==> config.mk <==
export PLATFORM = sky130hd
export DESIGN_NAME = highpass_first_order_q16
export DESIGN_NICKNAME = d
export VERILOG_FILES = /design/src/hdl/hpf_pkg.sv /design/src/hdl/highpass_first_order_q16.sv /design/src/hdl/hpf_cfg_regs.sv /design/src/hdl/hpf_step.sv
export SDC_FILE = /design/constraint.sdc
export NUM_CORES = 1
export LEC_CHECK = 0
export BUFFER_PORTS_ARGS = -buffer_cell sky130_fd_sc_hd__buf_2
export CORE_ASPECT_RATIO = 1.5
export CORE_MARGIN = 1.5
export CORE_UTILIZATION = 39
export DETAILED_ROUTE_END_ITERATION = 6
export HOLD_SLACK_MARGIN = 0.02
export PLACE_DENSITY = 0.65
export SKIP_LAST_GASP = 1
export SYNTH_ARGS = -nofsm -noshare
export SYNTH_HDL_FRONTEND = slang
export SYNTH_SLANG_ARGS = --single-unit
==> constraint.sdc <==
create_clock -name clk -period 18.9 [get_ports clk]
set_input_delay 2.835 -clock clk [delete_from_list [all_inputs] [get_ports clk]]
set_output_delay 2.835 -clock clk [all_outputs]
set_load 0.05 [all_outputs]
==> src/hdl/hpf_pkg.sv <==
// ----------------------------------------------------------------------------
// hpf_pkg
// Types and constants shared by the first-order high-pass filter modules.
// ----------------------------------------------------------------------------
package hpf_pkg;

	localparam int SAMPLE_W = 8;
	localparam int COEF_W   = 16;
	localparam int OUT_W    = 16;
	localparam int SUM_W    = 18;
	localparam int PROD_W   = OUT_W + COEF_W + 1;
	localparam int CFG_IDX_W  = 1;
	localparam int CFG_DATA_W = 16;

	localparam logic [CFG_IDX_W-1:0] CFG_COEFFICIENT  = 1'd0;
	localparam logic [CFG_IDX_W-1:0] CFG_INPUT_SIGNED = 1'd1;

	localparam logic signed [PROD_W:0] ROUND_POS = 34'sh0_0000_8000;
	localparam logic signed [PROD_W:0] ROUND_NEG = 34'sh0_0000_7FFF;
	localparam logic signed [SUM_W-1:0] SUM_MAX  = 18'sh0_7FFF;
	localparam logic signed [SUM_W-1:0] SUM_MIN  = -18'sh0_8000;
	localparam logic signed [OUT_W-1:0] OUT_MAX  = 16'sh7FFF;
	localparam logic signed [OUT_W-1:0] OUT_MIN  = 16'sh8000;

	typedef struct packed {
		logic [COEF_W-1:0] coefficient;
		logic              input_signed;
	} cfg_t;

endpackage

==> src/hdl/highpass_first_order_q16.sv <==
// ----------------------------------------------------------------------------
// highpass_first_order_q16
// First-order high-pass filter, 8-bit samples in, 16-bit output.
// An accepted sample passes the sample register, then the output register.
// Throughput: one word per cycle unless the receiver stalls; the filter state
// updates in the single compute stage between the sample and output registers.
// Reset: state, valids and coefficient clear; signed mode is selected.
// ----------------------------------------------------------------------------
module highpass_first_order_q16 (
	input  logic                           clk,
	input  logic                           arst_n,
	input  logic                           cfg_we,
	input  logic [hpf_pkg::CFG_IDX_W-1:0]  cfg_index,
	input  logic [hpf_pkg::CFG_DATA_W-1:0] cfg_data,
	input  logic                           sample_valid,
	output logic                           sample_stall,
	input  logic [hpf_pkg::SAMPLE_W-1:0]   sample,
	output logic                           filtered_valid,
	input  logic                           filtered_stall,
	output logic signed [hpf_pkg::OUT_W-1:0] filtered
);
	import hpf_pkg::*;

	cfg_t                     cfg;
	logic                     valid_s1;
	logic [SAMPLE_W-1:0]      sample_s1;
	logic                     out_valid_q;
	logic signed [OUT_W-1:0]  filtered_q;
	logic signed [OUT_W-1:0]  prev_output_q;
	logic [SAMPLE_W-1:0]      prev_sample_q;
	logic signed [OUT_W-1:0]  result;
	logic                     out_open;
	logic                     advance;

	hpf_cfg_regs u_cfg (
		.clk       (clk),
		.arst_n    (arst_n),
		.cfg_we    (cfg_we),
		.cfg_index (cfg_index),
		.cfg_data  (cfg_data),
		.cfg       (cfg)
	);

	hpf_step u_step (
		.cfg         (cfg),
		.sample      (sample_s1),
		.prev_sample (prev_sample_q),
		.prev_output (prev_output_q),
		.result      (result)
	);

	assign out_open     = !out_valid_q || !filtered_stall;
	assign advance      = valid_s1 && out_open;
	assign sample_stall = valid_s1 && !out_open;

	always_ff @(posedge clk or negedge arst_n) begin
		if (!arst_n) begin
			valid_s1 <= 1'b0;
		end else if (!sample_stall) begin
			valid_s1 <= sample_valid;
		end
	end

	always_ff @(posedge clk) begin
		if (sample_valid && !sample_stall) begin
			sample_s1 <= sample;
		end
	end

	always_ff @(posedge clk or negedge arst_n) begin
		if (!arst_n) begin
			out_valid_q   <= 1'b0;
			prev_output_q <= '0;
			prev_sample_q <= '0;
		end else begin
			if (out_open) begin
				out_valid_q <= valid_s1;
			end
			if (advance) begin
				prev_output_q <= result;
				prev_sample_q <= sample_s1;
			end
		end
	end

	always_ff @(posedge clk) begin
		if (advance) begin
			filtered_q <= result;
		end
	end

	assign filtered_valid = out_valid_q;
	assign filtered       = filtered_q;

	a_stall_needs_word: assert property (@(posedge clk) disable iff (!arst_n)
		sample_stall |-> valid_s1 && out_valid_q)
		else $error("input stalled with no word held");

	a_out_matches_state: assert property (@(posedge clk) disable iff (!arst_n)
		advance |=> out_valid_q && filtered_q == prev_output_q)
		else $error("output word differs from filter state");

	a_state_holds: assert property (@(posedge clk) disable iff (!arst_n)
		!advance |=> $stable(prev_output_q) && $stable(prev_sample_q))
		else $error("filter state changed without a word advancing");

endmodule

==> src/hdl/hpf_cfg_regs.sv <==
// ----------------------------------------------------------------------------
// hpf_cfg_regs
// Configuration registers: decay coefficient and sample signedness.
// ----------------------------------------------------------------------------
module hpf_cfg_regs (
	input  logic                             clk,
	input  logic                             arst_n,
	input  logic                             cfg_we,
	input  logic [hpf_pkg::CFG_IDX_W-1:0]    cfg_index,
	input  logic [hpf_pkg::CFG_DATA_W-1:0]   cfg_data,
	output hpf_pkg::cfg_t                    cfg
);
	import hpf_pkg::*;

	cfg_t cfg_q;

	always_ff @(posedge clk or negedge arst_n) begin
		if (!arst_n) begin
			cfg_q.coefficient  <= '0;
			cfg_q.input_signed <= 1'b1;
		end else if (cfg_we) begin
			unique case (cfg_index)
				CFG_COEFFICIENT:  cfg_q.coefficient  <= cfg_data[COEF_W-1:0];
				CFG_INPUT_SIGNED: cfg_q.input_signed <= cfg_data[0];
				default: ;
			endcase
		end
	end

	assign cfg = cfg_q;

endmodule

==> src/hdl/hpf_step.sv <==
// ----------------------------------------------------------------------------
// hpf_step
// One filter update: decay, rounding, sample difference, saturate or wrap,
// and the unchanged-output nudge toward zero.
// ----------------------------------------------------------------------------
module hpf_step (
	input  hpf_pkg::cfg_t                     cfg,
	input  logic        [hpf_pkg::SAMPLE_W-1:0] sample,
	input  logic        [hpf_pkg::SAMPLE_W-1:0] prev_sample,
	input  logic signed [hpf_pkg::OUT_W-1:0]    prev_output,
	output logic signed [hpf_pkg::OUT_W-1:0]    result
);
	import hpf_pkg::*;

	logic signed [PROD_W-1:0]   prod;
	logic signed [PROD_W:0]     rnd;
	logic signed [SUM_W-1:0]    decay;
	logic signed [SUM_W-1:0]    yold;
	logic signed [SUM_W-1:0]    base;
	logic signed [SAMPLE_W:0]   cur_ext;
	logic signed [SAMPLE_W:0]   prv_ext;
	logic signed [SAMPLE_W+1:0] diff;
	logic signed [SUM_W-1:0]    step;
	logic signed [SUM_W-1:0]    sum;
	logic signed [OUT_W-1:0]    nudge;

	assign prod  = prev_output * $signed({1'b0, cfg.coefficient});
	assign rnd   = {prod[PROD_W-1], prod} + (prod[PROD_W-1] ? ROUND_NEG : ROUND_POS);
	assign decay = rnd[PROD_W:COEF_W];
	assign yold  = {{(SUM_W-OUT_W){prev_output[OUT_W-1]}}, prev_output};
	assign base  = yold - decay;

	assign cur_ext = {cfg.input_signed & sample[SAMPLE_W-1], sample};
	assign prv_ext = {cfg.input_signed & prev_sample[SAMPLE_W-1], prev_sample};
	assign diff    = {cur_ext[SAMPLE_W], cur_ext} - {prv_ext[SAMPLE_W], prv_ext};
	assign step    = {diff[SAMPLE_W+1], diff, 7'b0};
	assign sum     = base + step;

	always_comb begin
		if (prev_output[OUT_W-1]) begin
			nudge = prev_output + 16'sd1;
		end else if (prev_output != '0) begin
			nudge = prev_output - 16'sd1;
		end else begin
			nudge = '0;
		end
	end

	always_comb begin
		if (cfg.input_signed) begin
			if (sum == yold) begin
				result = nudge;
			end else if (sum > SUM_MAX) begin
				result = OUT_MAX;
			end else if (sum < SUM_MIN) begin
				result = OUT_MIN;
			end else begin
				result = sum[OUT_W-1:0];
			end
		end else begin
			if (sum[OUT_W-1:0] == prev_output) begin
				result = nudge;
			end else begin
				result = sum[OUT_W-1:0];
			end
		end
	end

endmodule

## Word level (Yosys, flattened, before mapping)

Cells that the tools add are included.

- Register bits: 67
- Bits of input ports: 30
- Output and inout bits: 18
- Logic and storage cells: 41

- $add $sub $neg: 6
- $mul: 1
- Magnitude comparators: 2
- Eq/ne operators: 2
- Multiplexer cells: 8
- Bitwise operators: 3
- Reductions and logical operators: 11

Operators with widths:

| operator | count |
|---|---|
| $mux W16 | 8 |
| $add A34 B34 Y34 | 1 |
| $mul A16 B17 Y33 | 1 |
| $add A18 B17 Y18 | 1 |
| $eq A18 B16 Y1 | 1 |
| $gt A18 B16 Y1 const B | 1 |
| $lt A18 B16 Y1 const B | 1 |
| $sub A16 B18 Y18 | 1 |
| $add A16 B2 Y16 const B | 1 |
| $eq A16 B16 Y1 | 1 |
| $reduce_bool A16 Y1 | 1 |
| $sub A16 B2 Y16 const B | 1 |
| $sub A9 B9 Y10 | 1 |
| $logic_not A1 Y1 | 4 |
| $reduce_and A2 Y1 | 2 |
| $logic_and A1 B1 Y1 | 3 |
| $and A1 B1 Y1 | 2 |
| $logic_or A1 B1 Y1 | 1 |
| $not A1 Y1 | 1 |

## Longest topological paths before layout

Gate-level depths: netlist of the first run.

- Word-level depth: 10
- Depth in mapped cells: 57
- Mapped depth without buffers: 50

## Modules after synthesis

Synthesis of the first run repeated with hierarchy kept, for this count alone.

- Cells, all modules: 1841
- Area, all modules: 16200.5 sq um

By module, submodules not included:

| module | times used | cells each | area an instance (sq um) | sequential area each (sq um) |
|---|---|---|---|---|
| hpf_step | 1 | 1721 | 13784.5 | 0.0 |
| highpass_first_order_q16 | 1 | 82 | 1711.6 | 1371.3 |
| hpf_cfg_regs | 1 | 38 | 704.4 | 426.7 |

## Worst setup path before layout of the first run

Ideal clock, no wire load.

- Path type: register to register
- Start point: register prev_output_q[15]
- End point: register filtered_q[12], in the netlist filtered[12] (data pin)
- Library setup time: 0.265 ns
- Arrival time: 12.129 ns
- Data required time: 18.635 ns
- Slack: 6.507 ns
- Cell stages (with the launch flop): 50
- Path buffers: 6
- Clock period less this slack: 12.393 ns
- Cells stage by stage: dfrtp_1 -> clkbuf_1 -> clkbuf_1 -> clkbuf_1 -> nand2b_1 -> fa_1 -> fa_1 -> inv_1 -> fa_1 -> fa_1 -> fa_1 -> inv_1 -> fa_1 -> inv_1 -> ha_1 -> and4_1 -> and3_1 -> o21ai_2 -> [... 14 more ...] -> a2111oi_1 -> xor2_1 -> fa_1 -> inv_1 -> ha_1 -> clkbuf_1 -> o21a_1 -> a21o_1 -> o31ai_1 -> a21o_1 -> nand2_1 -> or4_1 -> nand2b_1 -> clkbuf_1 -> nor2_1 -> nor3_1 -> a311oi_1 -> nor2_1

- Cells in the longest elaborated chain, start to end: 10
- Elaborated cells between the ends (all ways): 17
- Those cells by class: 3 x add/sub; 1 x mul; 2 x order compare; 2 x eq/ne; 8 x mux; 1 x reduce/logical

RTL lines:

| item | line | text |
|---|---|---|
| start, declared | highpass_first_order_q16.sv:29 | `logic signed [OUT_W-1:0] prev_output_q;` |
| start signal, assigned | highpass_first_order_q16.sv:80 | `prev_output_q <= result;` |
| $mul A16 B17 Y33 | hpf_step.sv:27 | `assign prod = prev_output * $signed({1'b0, cfg.coefficient});` |
| $mux W16 | hpf_step.sv:28 | `assign rnd = {prod[PROD_W-1], prod} + (prod[PROD_W-1] ? ROUND_NEG : ROUND_POS);` |
| $add A34 B34 Y34 | hpf_step.sv:28 |  |
| $sub A16 B18 Y18 | hpf_step.sv:31 | `assign base = yold - decay;` |
| $add A18 B17 Y18 | hpf_step.sv:37 | `assign sum = base + step;` |
| $lt A18 B16 Y1 | hpf_step.sv:55 | `end else if (sum < SUM_MIN) begin` |
| $mux W16 | hpf_step.sv:55 |  |
| $mux W16 | hpf_step.sv:53 | `end else if (sum > SUM_MAX) begin` |
| $mux W16 | hpf_step.sv:51 | `if (sum == yold) begin` |
| $mux W16 (*) | hpf_step.sv:50 | `if (cfg.input_signed) begin` |
| named net result[12] | highpass_first_order_q16.sv:31 | `logic signed [OUT_W-1:0] result;` |
| end signal, assigned | highpass_first_order_q16.sv:88 | `filtered_q <= result;` |
| end, declared | highpass_first_order_q16.sv:28 | `logic signed [OUT_W-1:0] filtered_q;` |

The timed path passes the listed nets; every way through them passes the cells marked *.
A chain may end at the register's enable or synchronous reset.

## Worst setup path in the final report of the first run

- Start point: register prev_output_q[2]
- End point: register filtered_q[2], in the netlist filtered[2] (data pin)

The elaborated chain is that of the path after synthesis.

==> results_dict.tcl, run 1 <==
set metrics [dict create \
    avgSynthCellArea_sq_um 8.339 \
    portBuffers 47 \
    start_util_pct 39.35 \
    clockBufferDepth 2 \
    synth_top_area_cell "fa_1" \
    skew_ps 13.87 \
    period_minus_slack_ps 14360 \
    clock-sinks 67 \
    synth_ff_type "dfrtp_1" \
    numCtsBuffers 9 \
    fp.coreArea_sq_mm 0.04099 \
    hpwl_um 36980 \
    fin_nets 2311 \
    synth_top_cells_by_area "fa_1 26%, ha_1 13%, inv_1 7.0%" \
    diodes 0 \
    tightest_slew_ps 1075 \
    worst-path-max-fanout 27 \
    yosysMostFrequentCell "inv_1" \
    worstPathArrival_ps 14450 \
    grt.total_usage_pct 22.53 \
    gp_congestion 0.9508 \
    grt_max_degree 44 \
    synth-seq-cells 67 \
    cp.required_ps 18990 \
    drv_slew 0 \
    hold_path.class "flop to flop" \
    cp_common_cell "fa_1" \
    ios 48 \
    drtPass1Iterations 5 \
    yosysSeqAreaShare_pct 11.15 \
    cts_root_buf "clkbuf_16" \
    num_rows 91 \
    setup_viol_count_final 0 \
    wl_um 46700 \
    seq_area_sq_mm 0.001798 \
    num_vias 13819 \
    multiInputGateArea_sq_mm 0.01281 \
    synth_edf_count 24 \
    htree_levels 3 \
    status "completed" \
    die_height_um 252.1 \
    antenna_found_initial 0 \
    final_cells 2428 \
    die_x_um 169.0 \
    timing.max_cap.violations 0 \
    crit_slowest_cell "dfrtp_1" \
    synth_cell_type_count 97 \
    crit_path_end_kind "flop" \
    syn_nets 2333 \
    cts.clk_slew.worst_paths_ps 70 \
    drt-vias-per-instance 5.692 \
    die_area_sq_mm 0.04261 \
    syn_inst 1934 \
    post_cts_buffers 0 \
    final_layout_size_suffix_gt1_share_pct 7.564 \
    grt_overflow 0 \
    async_flop_share_pct 64.18 \
    grt_pass1_vias 14728 \
    cts_tree "built" \
    fmax_mhz 69.62 \
    placedCellCount 2412 \
    rsz0062_at_grt "no" \
    hold_violations 0 \
    fill_cells 4106 \
    yosysWarnings 0 \
    clock_latency_ps 360 \
    min_path_cells 2 \
    reg2reg_slack_ps 4540 \
    min_period_over_period_pct 76.00 \
    wl_per_cell_um 19.23 \
    yosys-top-cells-count "300 x inv_1, 217 x nand2_1, 206 x fa_1" \
    slew_headroom_pct 28.36 \
    drc 0 \
    start_kind "flop" \
    path_class "flop to flop" \
    setup_tns_ps 0 \
    drtAntennaViolNets 0 \
    areaGrowthSynthToFinish_pct 5.710 \
    cts_hold_buf 0 \
    rr_worst_depth 45 \
    drtIter0Drc 833 \
    cts_resized 0 \
    yosys.area.top_type_share_pct 25.57 \
    synthesis.area_sq_mm 0.01613 \
    worst_path_largest_cell_delay_ps 1040 \
    grt_pass1_wl_um 74910 \
]
==> critical path: cells and delay by family, from the launching register on <==
family,cells,cell delay [ps]
flops,1,1040
fa+ha+maj,10,4730
simple gates,8,2280
buf+inv,6,320
compound gates,20,5530
xor+xnor,1,190
==> kinds of logic after synthesis <==
group / after synthesis / synth area share [%]
AND/OR/NAND/NOR: 671 / 20.94
XOR/XNOR: 77 / 4.267
flip-flops: 67 / 11.15
multiplexers: 26 / 1.784
AO/OA/AOI/OAI: 326 / 14.14
adder cells (fa/ha/maj): 370 / 38.28
buffers and inverters: 397 / 9.449
==> area by class of cell <==
cell class	instances	area share, %
Multi-Input combinational cell	1470	75.11
Clock inverter	7	0.5798
Timing Repair Buffer	62	2.040
Clock buffer	9	1.321
Sequential cell	67	10.55
Inverter	302	6.649
Tap cell	511	3.750
==> routing by layer <==
metal,vias to the layer above,GRT usage (%),part of all wire (%)
met5,-,0,0
met1,6813,22.99,35
li1,6339,-,-
met3,197,2.667,4.2
met4,0,15.70,7.3
met2,470,42.40,53
==> sequential cells by signal (all words and copies together) (netlist names) <==
register	count
sample_s1	8
prev_output_q	16
filtered	16
filtered_valid	1
valid_s1	1
prev_sample_q	8
u_cfg.cfg	17
==> metrics by stage <==
stage               util, %  setup WS, ps  hold slack (ps)  area, sq um
floorplan                 -          6507            453.8        16130
global placement      40.80          5001            472.3        16720
detailed placement    40.80          4732            476.9        16720
CTS                   41.59          4646            491.6        17050
global route          41.59          3703            521.2        17050
finish                41.59          4536            490.7        17050
==> final timing paths <==
kind | to | start
min in group asynchronous | u_cfg.cfg[2] | arst_n
min | prev_sample_q[0] | prev_sample_q[0]
max reg2reg | filtered[2] | prev_output_q[2]
max | filtered[2] | prev_output_q[2]
min reg2reg | prev_sample_q[0] | prev_sample_q[0]
max in group asynchronous | prev_sample_q[0] | arst_n
==> cells in the final DEF, fill, tap and decap left out, types with 13 or more instances in the layout <==
cell type  count
nor3_1        43
nor2_1       112
and3_1        20
a31oi_1       13
nand2b_1      20
buf_4         15
fa_1         206
edfxtp_1      24
a211oi_1      14
dfrtp_1       42
xor2_1        31
xnor2_1       45
nand2_1      217
o21ai_0       64
a21oi_1       73
nand3_1       32
o31ai_1       19
inv_1        300
and2_1       144
mux2_2        18
buf_2         47
a21o_1        18
o21a_1        14
ha_1         163
Power of run 1 is not shown: default switching activity piles up to over one toggle a cycle in this logic, so the estimate is an artifact.
==> inputs of run 2 (changes only) <==
--- a/config.mk
+++ b/config.mk
@@ -5,6 +5,7 @@
 export SDC_FILE = /design/constraint.sdc
 export NUM_CORES = 1
 export LEC_CHECK = 0
+export ABC_AREA = 1
 export BUFFER_PORTS_ARGS = -buffer_cell sky130_fd_sc_hd__buf_2
 export CORE_ASPECT_RATIO = 1.5
 export CORE_MARGIN = 1.5
==> constraint.sdc (replaced) <==
create_clock -name clk -period 14.4 [get_ports clk]
set_input_delay 2.16 -clock clk [delete_from_list [all_inputs] [get_ports clk]]
set_output_delay 2.16 -clock clk [all_outputs]
set_load 0.05 [all_outputs]
==> run 2 against run 1 <==
  * Setup slack lost 2400 ps
  * Design area fell by 1.0%
  * Die area decreased by 1.4%
  * Final cell count is 13% higher
  * Synthesized cell count is 15% higher
  * Synthesized area shrank 1.4%
  * Flip-flop and latch count unchanged
  * Global-route usage increased by 1.7 points
  * Clock skew up 5.5 ps
  * Sequential share of layout area rose by 0.11 points
  * Non-clock buffer count up 6
  * Fmax increased by 17%
==> results_dict.tcl, run 2 <==
set metrics [dict create \
    status "completed" \
    fill_cells 4104 \
    drc 0 \
    final_cell_mix "618 x nand2_1, 559 x inv_1, 206 x fa_1" \
    worst_path_largest_cell_delay_ps 850 \
    grt_overflow 0 \
    tightest_slew_ps 1162 \
    wl_per_cell_um 17.67 \
    min_period_over_period_pct 85.38 \
    grt_max_degree 44 \
    hold_slack_ps 477.2 \
    yosys-top-cells-count "618 x nand2_1, 559 x inv_1, 206 x fa_1" \
    cts_hold_buf 0 \
    yosysWarnings 0 \
    cp_common_cell "nand2_1" \
    syn_inst 2226 \
    hold_violations 0 \
    post_cts_buffers 0 \
    worstPathArrival_ps 12400 \
    clock_latency_ps 370 \
    synth_ff_type "dfrtp_1" \
    hold_path.class "flop to flop" \
    slew_headroom_pct 22.55 \
    cts_resized 0 \
    final_core_utilization_pct 41.98 \
    largest_reg_flops 17 \
    multiInputGateArea_sq_mm 0.01164 \
    wl_um 48300 \
    die_height_um 250.3 \
    drtIter0Drc 857 \
    yosysMostFrequentCell "nand2_1" \
    start_kind "flop" \
    setup_tns_ps 0 \
    drtPass1Iterations 5 \
    drt-vias-per-instance 5.091 \
    gp_congestion 0.9557 \
    timing.max_cap.violations 0 \
    fp.coreArea_sq_mm 0.04020 \
    cts_root_buf "clkbuf_16" \
    num_rows 90 \
    path_class "flop to flop" \
    async_flop_share_pct 64.18 \
    period_minus_slack_ps 12300 \
    hpwl_um 40290 \
    htree_levels 3 \
    cp.required_ps 14510 \
    seq_area_sq_mm 0.001798 \
    crit_slowest_cell "nor4_4" \
    skew_ps 19.41 \
    die_x_um 167.9 \
    numCtsBuffers 9 \
    yosysSeqAreaShare_pct 11.31 \
    synth_top_area_cell "fa_1" \
    start_util_pct 39.55 \
    worst-path-max-fanout 17 \
    ios 48 \
    final_common_cell "nand2_1" \
    die_area_sq_mm 0.04201 \
    synthesis.area_sq_mm 0.01590 \
    grt_pass1_wl_um 78070 \
    yosys.area.top_type_share_pct 25.94 \
    rsz0062_at_grt "no" \
    num_vias 13919 \
    syn_nets 2625 \
    avgSynthCellArea_sq_um 7.142 \
    diodes 0 \
    clock-sinks 67 \
    drtAntennaViolNets 0 \
    cts_tree "built" \
    grt.total_usage_pct 24.26 \
    antenna_found_initial 0 \
    synth_top_cells_by_area "fa_1 26%, nand2_1 15%, inv_1 13%" \
    clockBufferDepth 2 \
    final_layout_size_suffix_gt1_share_pct 6.553 \
    synth_edf_count 24 \
    portBuffers 47 \
    drv_slew 0 \
    fin_nets 2622 \
    synth-seq-cells 67 \
    areaGrowthSynthToFinish_pct 6.162 \
    fmax_mhz 81.33 \
    cts.clk_slew.worst_paths_ps 60 \
    crit_path_end_kind "flop" \
    synth_cell_type_count 56 \
    grt_pass1_vias 14906 \
    setup_viol_count_final 0 \
]
## run 2: cells by family after synthesis
kind of cell	share of synthesized area (%)
and+or+nand+nor	23.63
buffers and inverters	15.47
adders and majority gates	38.77
AOI/OAI and AO/OA	5.950
xor gates and xnor gates	3.801
DFF	11.31
muxes	1.062
## run 2: worst paths after layout
path                       slack [ps]         startpoint                to  depth (start not counted)
max reg2reg                      2100  prev_output_q[10]       filtered[0]                         56
max in group asynchronous       11640             arst_n  prev_sample_q[0]                          1
min                               480           valid_s1    filtered_valid                          2
min reg2reg                       480           valid_s1    filtered_valid                          2
max                              2100  prev_output_q[10]       filtered[0]                         56
min in group asynchronous        2030             arst_n      u_cfg.cfg[2]                          1
## run 2: through the flow
stage / std cells / instance area (sq um) / worst slack [ps]
6_report: 2734 / 16880 / 2105
5_1_grt: 2734 / 16880 / 1099
4_1_cts: 2734 / 16880 / 2182
3_5_place_dp: 2718 / 16570 / 2209
3_3_place_gp: 2718 / 16570 / 2342
2_1_floorplan: 2226 / 15900 / 3860
## run 2: routing by layer
| layer | global-route usage, % | vias up | part of all wire (%) |
|---|---|---|---|
| met3 | 2.101 | 173 | 3.6 |
| met5 | 0 | - | 0 |
| li1 | - | 6612 | - |
| met1 | 23.81 | 6711 | 34 |
| met2 | 47.10 | 423 | 54 |
| met4 | 17.48 | 0 | 8.0 |
## run 2: cell type report
cell class / count / share of cell area, %
inverter: 562 / 12.50
clock inverter: 5 / 0.2372
timing repair buffer: 68 / 2.328
tap: 506 / 3.751
clock buffer: 11 / 1.564
multi-input combinational: 1515 / 68.97
sequential: 67 / 10.65
## run 2: worst max-delay path, delay by kind of cell, from the launching register on
family,cells,cell delay [ps]
adders and majority gates,10,4830
and+or+nand+nor,31,4310
AOI/OAI and AO/OA,5,1140
DFF,1,790
buffers and inverters,9,610
xor gates and xnor gates,1,300
Power of run 2 is left out for the same reason.
